==> config.mk <==
export PLATFORM = sky130hd
export DESIGN_NAME = fixed_block_pool_allocator
export DESIGN_NICKNAME = d
export VERILOG_FILES = /design/src/hw/rtl/fbpa_pkg.sv /design/src/hw/rtl/fbpa_ctrl.sv /design/src/hw/rtl/fbpa_dp.sv /design/src/hw/rtl/fixed_block_pool_allocator.sv
export SDC_FILE = /design/constraint.sdc
export NUM_CORES = 2
export LEC_CHECK = 0
export ABC_CLOCK_PERIOD_IN_PS = 8420
export BUFFER_PORTS_ARGS = -buffer_cell sky130_fd_sc_hd__buf_4
export CAP_MARGIN = 20
export CORE_MARGIN = 2
export CORE_UTILIZATION = 45
export DETAILED_ROUTE_END_ITERATION = 8
export PLACE_DENSITY_LB_ADDON = 0.3
export SYNTH_ARGS = -nofsm -noshare
export SYNTH_HDL_FRONTEND = slang
export SYNTH_SLANG_ARGS = --single-unit
export TNS_END_PERCENT = 20
==> constraint.sdc <==
create_clock -name clk -period 8.42 [get_ports clk]
set_clock_uncertainty 0.2 [all_clocks]
set_input_delay 1.263 -clock clk [delete_from_list [all_inputs] [get_ports clk]]
set_output_delay 1.263 -clock clk [all_outputs]
set_load 0.005 [all_outputs]
==> src/hw/rtl/fbpa_pkg.sv <==
package fbpa_pkg;

    // pool geometry
    localparam int POOL_DEPTH = 256;
    localparam int IDX_W      = $clog2(POOL_DEPTH);
    localparam int CNT_W      = IDX_W + 1;

    // chunk size limits (log2 of bytes)
    localparam logic [3:0] LG_MIN = 4'd2;
    localparam logic [3:0] LG_MAX = 4'd12;

    // APB register map
    localparam int PADDR_W = 4;
    localparam int RIDX_W  = 2;
    localparam logic [RIDX_W-1:0] REG_BASE   = 2'd0;
    localparam logic [RIDX_W-1:0] REG_CHUNKS = 2'd1;
    localparam logic [RIDX_W-1:0] REG_LG     = 2'd2;

    // request codes
    localparam logic REQ_ALLOC = 1'b0;
    localparam logic REQ_FREE  = 1'b1;

    // result status codes
    localparam logic [2:0] ST_OK    = 3'd0;
    localparam logic [2:0] ST_EMPTY = 3'd1;
    localparam logic [2:0] ST_SIZE  = 3'd2;
    localparam logic [2:0] ST_RANGE = 3'd3;
    localparam logic [2:0] ST_IDLE  = 3'd4;

    // controller -> datapath commands
    typedef struct packed {
        logic capture;  // latch request, launch stack read
        logic commit;   // update pool state, load result register
    } fbpa_cmd_t;

    // decoded config write
    typedef struct packed {
        logic              we;
        logic [RIDX_W-1:0] idx;
        logic [31:0]       wdata;
    } fbpa_cfg_t;

endpackage

==> src/hw/rtl/fbpa_ctrl.sv <==
module fbpa_ctrl
(
    input  logic                clk,
    input  logic                rst_n,
    input  logic                in_valid,
    output logic                in_ready,
    output logic                out_valid,
    input  logic                out_ready,
    output fbpa_pkg::fbpa_cmd_t cmd
);

    localparam logic S_IDLE = 1'b0;
    localparam logic S_EXEC = 1'b1;

    logic state_reg;
    logic state_next;
    logic out_valid_reg;
    logic out_valid_next;

    always_comb
    begin
        state_next     = state_reg;
        out_valid_next = out_valid_reg && !out_ready;
        cmd            = '0;
        unique case (state_reg)
            S_IDLE:
            begin
                if (in_valid)
                begin
                    cmd.capture = 1'b1;
                    state_next  = S_EXEC;
                end
            end
            S_EXEC:
            begin
                // result slot free or draining this cycle
                if (!out_valid_reg || out_ready)
                begin
                    cmd.commit     = 1'b1;
                    out_valid_next = 1'b1;
                    state_next     = S_IDLE;
                end
            end
            default:
            begin
                state_next = S_IDLE;
            end
        endcase
    end

    always_ff @(posedge clk or negedge rst_n)
    begin
        if (!rst_n)
        begin
            state_reg     <= S_IDLE;
            out_valid_reg <= 1'b0;
        end
        else
        begin
            state_reg     <= state_next;
            out_valid_reg <= out_valid_next;
        end
    end

    assign in_ready  = (state_reg == S_IDLE);
    assign out_valid = out_valid_reg;

endmodule

==> src/hw/rtl/fbpa_dp.sv <==
module fbpa_dp
(
    input  logic                clk,
    input  logic                rst_n,
    input  fbpa_pkg::fbpa_cfg_t cfg,
    output logic [31:0]         cfg_rdata,
    input  fbpa_pkg::fbpa_cmd_t cmd,
    input  logic                req_type,
    input  logic [12:0]         request_size,
    input  logic [31:0]         release_addr,
    output logic [2:0]          status,
    output logic [31:0]         chunk_addr,
    output logic [8:0]          used_chunks,
    output logic [20:0]         used_bytes
);

    localparam logic [fbpa_pkg::CNT_W-1:0] DEPTH_CNT = fbpa_pkg::CNT_W'(fbpa_pkg::POOL_DEPTH);

    function automatic logic [fbpa_pkg::CNT_W-1:0] clamp_chunks(input logic [8:0] n);
        if (n == 9'd0)
            return fbpa_pkg::CNT_W'(1);
        else if (fbpa_pkg::CNT_W'(n) > DEPTH_CNT)
            return DEPTH_CNT;
        else
            return fbpa_pkg::CNT_W'(n);
    endfunction

    // config registers
    logic [31:0] base_reg;
    logic [8:0]  chunks_reg;
    logic [3:0]  lg_reg;

    // pool state
    logic [fbpa_pkg::CNT_W-1:0] freed_top_reg, freed_top_next;
    logic [fbpa_pkg::CNT_W-1:0] fresh_left_reg, fresh_left_next;
    logic [fbpa_pkg::CNT_W-1:0] in_use_reg, in_use_next;

    // freed-chunk stack
    logic [fbpa_pkg::IDX_W-1:0] stack_mem [fbpa_pkg::POOL_DEPTH];
    logic [fbpa_pkg::IDX_W-1:0] rd_data_reg;
    logic [fbpa_pkg::IDX_W-1:0] top_m1;

    // captured request
    logic                       req_reg;
    logic                       size_ok_reg;
    logic                       in_range_reg;
    logic [fbpa_pkg::IDX_W-1:0] free_idx_reg;

    logic [fbpa_pkg::CNT_W-1:0] eff_chunks;
    logic [3:0]                 eff_lg;
    logic [20:0]                span;
    logic [31:0]                offset;
    logic                       in_range;
    logic                       size_ok;
    logic                       cfg_init;
    logic [fbpa_pkg::CNT_W-1:0] init_chunks;

    logic [2:0]                 stat;
    logic                       grant;
    logic [fbpa_pkg::IDX_W-1:0] grant_idx;
    logic                       push;

    assign eff_chunks = clamp_chunks(chunks_reg);
    assign eff_lg     = (lg_reg < fbpa_pkg::LG_MIN) ? fbpa_pkg::LG_MIN :
                        (lg_reg > fbpa_pkg::LG_MAX) ? fbpa_pkg::LG_MAX : lg_reg;

    // request-side checks, done in the capture cycle
    assign span     = 21'(eff_chunks) << eff_lg;
    assign offset   = release_addr - base_reg;
    assign in_range = (release_addr >= base_reg) && (offset < 32'(span));
    assign size_ok  = (request_size <= (13'd1 << eff_lg));
    assign top_m1   = fbpa_pkg::IDX_W'(freed_top_reg - fbpa_pkg::CNT_W'(1));

    // any listed register write re-initializes the pool
    assign cfg_init    = cfg.we && (cfg.idx == fbpa_pkg::REG_BASE ||
                                    cfg.idx == fbpa_pkg::REG_CHUNKS ||
                                    cfg.idx == fbpa_pkg::REG_LG);
    assign init_chunks = (cfg.idx == fbpa_pkg::REG_CHUNKS) ? clamp_chunks(cfg.wdata[8:0])
                                                           : eff_chunks;

    always_comb
    begin
        unique case (cfg.idx)
            fbpa_pkg::REG_BASE:   cfg_rdata = base_reg;
            fbpa_pkg::REG_CHUNKS: cfg_rdata = 32'(chunks_reg);
            fbpa_pkg::REG_LG:     cfg_rdata = 32'(lg_reg);
            default:              cfg_rdata = 32'd0;
        endcase
    end

    // commit-stage pool update
    always_comb
    begin
        freed_top_next  = freed_top_reg;
        fresh_left_next = fresh_left_reg;
        in_use_next     = in_use_reg;
        stat            = fbpa_pkg::ST_OK;
        grant           = 1'b0;
        grant_idx       = '0;
        push            = 1'b0;
        if (req_reg == fbpa_pkg::REQ_ALLOC)
        begin
            if (!size_ok_reg)
                stat = fbpa_pkg::ST_SIZE;
            else if (freed_top_reg != '0)
            begin
                freed_top_next = freed_top_reg - fbpa_pkg::CNT_W'(1);
                grant          = 1'b1;
                grant_idx      = rd_data_reg;
            end
            else if (fresh_left_reg != '0)
            begin
                fresh_left_next = fresh_left_reg - fbpa_pkg::CNT_W'(1);
                grant           = 1'b1;
                grant_idx       = fresh_left_next[fbpa_pkg::IDX_W-1:0];
            end
            else
                stat = fbpa_pkg::ST_EMPTY;
            if (grant)
                in_use_next = in_use_reg + fbpa_pkg::CNT_W'(1);
        end
        else
        begin
            if (!in_range_reg)
                stat = fbpa_pkg::ST_RANGE;
            else if (in_use_reg == '0)
                stat = fbpa_pkg::ST_IDLE;
            else
            begin
                if (freed_top_reg < DEPTH_CNT)
                begin
                    push           = 1'b1;
                    freed_top_next = freed_top_reg + fbpa_pkg::CNT_W'(1);
                end
                in_use_next = in_use_reg - fbpa_pkg::CNT_W'(1);
            end
        end
    end

    always_ff @(posedge clk or negedge rst_n)
    begin
        if (!rst_n)
        begin
            base_reg       <= 32'd0;
            chunks_reg     <= 9'(fbpa_pkg::POOL_DEPTH);
            lg_reg         <= 4'd4;
            freed_top_reg  <= '0;
            fresh_left_reg <= DEPTH_CNT;
            in_use_reg     <= '0;
        end
        else if (cfg_init)
        begin
            if (cfg.idx == fbpa_pkg::REG_BASE)
                base_reg <= cfg.wdata;
            if (cfg.idx == fbpa_pkg::REG_CHUNKS)
                chunks_reg <= cfg.wdata[8:0];
            if (cfg.idx == fbpa_pkg::REG_LG)
                lg_reg <= cfg.wdata[3:0];
            freed_top_reg  <= '0;
            fresh_left_reg <= init_chunks;
            in_use_reg     <= '0;
        end
        else if (cmd.commit)
        begin
            freed_top_reg  <= freed_top_next;
            fresh_left_reg <= fresh_left_next;
            in_use_reg     <= in_use_next;
        end
    end

    // stack memory: read on capture, write on commit
    always_ff @(posedge clk)
    begin
        if (cmd.capture)
            rd_data_reg <= stack_mem[top_m1];
        if (cmd.commit && push && !cfg_init)
            stack_mem[freed_top_reg[fbpa_pkg::IDX_W-1:0]] <= free_idx_reg;
    end

    always_ff @(posedge clk)
    begin
        if (cmd.capture)
        begin
            req_reg      <= req_type;
            size_ok_reg  <= size_ok;
            in_range_reg <= in_range;
            free_idx_reg <= fbpa_pkg::IDX_W'(offset >> eff_lg);
        end
        if (cmd.commit)
        begin
            status      <= stat;
            chunk_addr  <= grant ? (base_reg + (32'(grant_idx) << eff_lg)) : 32'd0;
            used_chunks <= 9'(in_use_next);
            used_bytes  <= 21'(in_use_next) << eff_lg;
        end
    end

    // chunks are conserved: freed + fresh + in use never exceeds the pool
    assert property (@(posedge clk) disable iff (!rst_n)
        (10'(freed_top_reg) + 10'(fresh_left_reg) + 10'(in_use_reg)) <= 10'(DEPTH_CNT))
        else $error("fbpa_dp: chunk accounting exceeds pool depth");

    // reported count tracks the live counter after a commit
    assert property (@(posedge clk) disable iff (!rst_n)
        (cmd.commit && !cfg_init) |=> (used_chunks == 9'(in_use_reg)))
        else $error("fbpa_dp: used_chunks does not match in-use count");

    // stack top moves by at most one per request
    assert property (@(posedge clk) disable iff (!rst_n)
        !cfg_init |=> (freed_top_reg == $past(freed_top_reg) ||
                       freed_top_reg == $past(freed_top_reg) + fbpa_pkg::CNT_W'(1) ||
                       freed_top_reg == $past(freed_top_reg) - fbpa_pkg::CNT_W'(1)))
        else $error("fbpa_dp: freed stack top jumped");

endmodule

==> src/hw/rtl/fixed_block_pool_allocator.sv <==
// Fixed-size block pool allocator. Hands out chunks of 2^chunk_size_log2 bytes
// from a pool of pool_chunks chunks starting at base_address. An allocate
// (req_type 0) returns the most recently freed chunk first, then never-used
// chunks from the highest index down; a free (req_type 1) range-checks the
// address (offset bits inside a chunk ignored) and pushes the chunk on the
// freed stack. Double frees are not detected. Every request gives exactly one
// result with status, chunk_addr and the used chunk/byte counts after it.
// A request is first captured, which also reads the top of the freed stack (a
// synchronous 256 x 8 memory), then committed, which updates the pool and loads
// the result register; the commit waits for as long as a prior result still
// waits on out_ready. A new request is taken while a prior result still waits
// on out_ready. No clearing pass after reset: stack entries are only used
// from below the top, so their contents never need initialization. Any write
// to a config register re-initializes the pool; write config only when idle.
module fixed_block_pool_allocator
(
    input  logic                         clk,
    input  logic                         rst_n,

    // APB config port, pready tied high
    input  logic                         psel,
    input  logic                         penable,
    input  logic                         pwrite,
    input  logic [fbpa_pkg::PADDR_W-1:0] paddr,
    input  logic [31:0]                  pwdata,
    output logic [31:0]                  prdata,
    output logic                         pready,

    // request channel
    input  logic                         in_valid,
    output logic                         in_ready,
    input  logic                         req_type,
    input  logic [12:0]                  request_size,
    input  logic [31:0]                  release_addr,

    // result channel
    output logic                         out_valid,
    input  logic                         out_ready,
    output logic [2:0]                   status,
    output logic [31:0]                  chunk_addr,
    output logic [8:0]                   used_chunks,
    output logic [20:0]                  used_bytes
);

    fbpa_pkg::fbpa_cmd_t cmd;
    fbpa_pkg::fbpa_cfg_t cfg;

    // register write lands in the access phase; word index from paddr
    assign pready    = 1'b1;
    assign cfg.we    = psel && penable && pwrite;
    assign cfg.idx   = paddr[fbpa_pkg::PADDR_W-1:2];
    assign cfg.wdata = pwdata;

    fbpa_ctrl u_ctrl
    (
        .clk       (clk),
        .rst_n     (rst_n),
        .in_valid  (in_valid),
        .in_ready  (in_ready),
        .out_valid (out_valid),
        .out_ready (out_ready),
        .cmd       (cmd)
    );

    fbpa_dp u_dp
    (
        .clk          (clk),
        .rst_n        (rst_n),
        .cfg          (cfg),
        .cfg_rdata    (prdata),
        .cmd          (cmd),
        .req_type     (req_type),
        .request_size (request_size),
        .release_addr (release_addr),
        .status       (status),
        .chunk_addr   (chunk_addr),
        .used_chunks  (used_chunks),
        .used_bytes   (used_bytes)
    );

endmodule
==> results.cfg <==
[global_route]
top_usage_layer = met2
grt_max_degree = 205
grt_pass1_wl_um = 329000
grtUsageMet1_pct = 30.6
grt_pass1_vias = 46700
met2_usage_pct = 34.4
track_usage_pct = 21.6
antenna_found_initial = 8
use_met3_pct = 3.92
gr-total-overflow = 0

[power_and_ir_drop]
comb_power_share_pct = 39.9
power_density_nw_per_um2 = 375
ir_worst_vdd_v = 0.000479
leakagePower_nw = 32.8
p_switching_mw = 13.4
swShare_pct = 34.7
cellInternalPower_mw = 25.3
seqPwrFrac_pct = 35.6
power_frac_clock_pct = 24.5

[yosys]
syn-mean-instance-area_um2 = 19.2
ys_seq_elements = 2206
synthesis.area_um2 = 91700
postSynthCellCount = 4766
ys_types = 86
yosysWarnings = 0
ys_seq_area_share_pct = 71.8
synth_enable_flop_cells = 2132
synth_ff_type = edfxtp_1
postSynth.asyncResetShare_pct = 3.35
synth_top_area_share_pct = 69.8
yosys-top-cells-area = edfxtp_1, mux4_2, dfrtp_1, nor2_1, ha_1
synth_top_area_cell = edfxtp_1

[routing]
remaining_drc_errors = 0
antenna_left = 0
drtIter0Drc = 5502
dr.pass1.iters = 6
wl_per_cell_um = 29.0
vias_per_cell = 6.02
totalWireLength_um = 227000
dr_total_vias = 47200

[timing]
finalCritPeriodShare_pct = 85.7
rsz0062_at_grt = false
slew_headroom_pct = 21.1
max_clock_freq_mhz = 139
setup_tns_ps = 0
setup-violations-final = 0
hold_violations = 0
tightestPinTransition_ps = 1180
slew_viol_final = 0
fin_crit_ps = 7210

[placement]
port-buffer-count = 185
placed_cells = 7444
place_hpwl_um = 140000
gp_congestion = 0.888

[critical_path]
required_ps = 8790
crit_type = reg2reg
cp-start-kind = flip-flop
crit_arrival_ps = 7580
end_kind = flip-flop
path_max_fanout = 39

[clocking]
clkTransAtPathRegs_ps = 60
clock-sinks = 2206
post_cts_buffers = 0
cts_tree = yes
htreeDepth = 4
cts_made_buffers = 211
cts_root_buf = clkbuf_16
insertion_delay_ps = 840
cts_resized = 0
ctsLongestPathBuffers = 3

[status]
status = complete, no violations

[cells_and_area]
antennaDiodeCount = 0
nets = 5177
drive_above_1_share_pct = 25.8
syn_to_final_growth_pct = 12.6
largest_register_ffs = 2048
fin_cells = 7834

[die]
die_w_um = 455
die_h_um = 455
dieArea_um2 = 207000
num_rows = 165
core_um2 = 202000
start_util_pct = 45.3
io_pins = 189

[worst_hold_path]
min_path_type = reg2reg

[flow_run]
maxCapViolCount = 0
==> synth_stat cells (38+ instances only) <==
library cell,count
clkbuf_1,206
mux2i_1,44
xnor2_1,38
o21ai_0,108
inv_1,66
ha_1,96
edfxtp_1,2132
nor3_1,58
nor2_1,414
dfrtp_1,71
nand3_1,43
nand2_1,215
mux4_2,684
a21oi_1,119
==> logic make-up (layout without fill, tap and decap cells) <==
group	after synthesis	after routing	share of synthesized area, %
DFF	2206	2206	71.8
xor gates and xnor gates	69	69	0.659
AOI/OAI and AO/OA	438	438	3.04
buffers and inverters	331	717	1.40
adders and majority gates	98	98	1.35
muxes	747	747	17.5
and+or+nand+nor	875	875	4.21
other	2	12	0.00819
==> placed cells by master (no fill, tap or decap), types with 15 or more instances in the layout <==
cell	Yosys	final
o21a_1	15	15
a31oi_1	17	17
nand2_1	215	204
dfrtp_1	71	70
mux2i_1	44	44
edfxtp_1	2132	2132
nor2_1	414	414
clkbuf_1	206	40
mux2_2	19	19
inv_1	66	65
xor2_1	31	30
buf_4	1	247
o21ai_0	108	108
ha_1	96	95
clkinv_1	0	36
clkbuf_16	0	211
a21oi_1	119	117
or3_1	17	17
xnor2_1	38	35
nor4_1	18	17
nor3_1	58	57
bufinv_16	0	25
nor3b_1	15	15
clkinv_2	0	47
nand3_1	43	39
mux4_2	684	684
a21o_1	36	36
nand4_1	18	18
==> what timing repair did <==
item | in CTS | in global routing
hold endpoints to repair | 2 | 0
hold buffers | 1 | 0
endpoints found under the setup margin | 0 | 0
==> worst paths after layout <==
kind	slack, ps	endpoint	cells past startpoint	from
max in group asynchronous	6160	u_dp.freed_top_reg[0]	3	rst_n
worst max-delay path	1210	u_dp.chunk_addr[29]	22	u_dp.freed_top_reg[0]
worst min-delay path	380	u_ctrl.state_reg	2	u_ctrl.state_reg
worst min register to register	380	u_ctrl.state_reg	2	u_ctrl.state_reg
worst max register to register	1210	u_dp.chunk_addr[29]	22	u_dp.freed_top_reg[0]
min in group asynchronous	600	u_dp.base_reg[20]	2	rst_n
==> cell type report <==
cell class / instances / area, µm²
well taps: 2672 / 3340
repair buffers: 266 / 2190
fillers: 16000 / 99000
multi-input cells: 2239 / 24700
inverters: 66 / 249
flip-flops and latches: 2206 / 65900
clock buffers: 256 / 5500
clock inverters: 129 / 1410
==> stage by stage <==
stage               area (µm²)  hold WS [ps]  util (%)  power, mW  setup WS, ps
detailed placement       96300           363      47.6       29.6          1320
global placement         96300           345      47.6       29.4          1340
global route            103000           389      51.1       40.1           604
CTS                     103000           376      51.0       39.0          1280
floorplan                91800           296         -       23.8          2580
finish                  103000           379      51.1       38.7          1210
==> power by group through the flow <==
| stage | clock [mW] | combinational (mW) | sequential, mW |
|---|---|---|---|
| 6_report | 9.49 | 15.5 | 13.8 |
| 5_1_grt | 10.1 | 16.2 | 13.8 |
| 4_1_cts | 9.63 | 15.6 | 13.8 |
| 3_5_place_dp | 0 | 15.5 | 14.0 |
| 3_3_place_gp | 0 | 15.4 | 14.0 |
| 2_1_floorplan | 0 | 9.35 | 14.4 |
==> critical path, cell delays in order, from the launching register on <==
cell and delay [ps]:
dfrtp_4 770, inv_1 350, ha_4 210, or3b_2 470, buf_4 290, nor4_1 580, nand2_1 250, o21ai_1 440
mux2i_1 210, nor2_1 120, nor2_1 80, mux2_2 300, nor2_1 110, ha_1 310, o21ai_0 200, o211ai_1 110
a221oi_1 290, o21ai_1 210, a21oi_1 250, o21ai_0 230, o41ai_2 670, or3_1 200, a21oi_1 70
==> metal layers <==
layer,wire (µm),up-vias
met4,6980,0
met1,92700,24700
met2,109000,2159
li1,-,20000
met3,18200,315
met5,0,-
No activity file was read; power rests on OpenSTA's default activity.
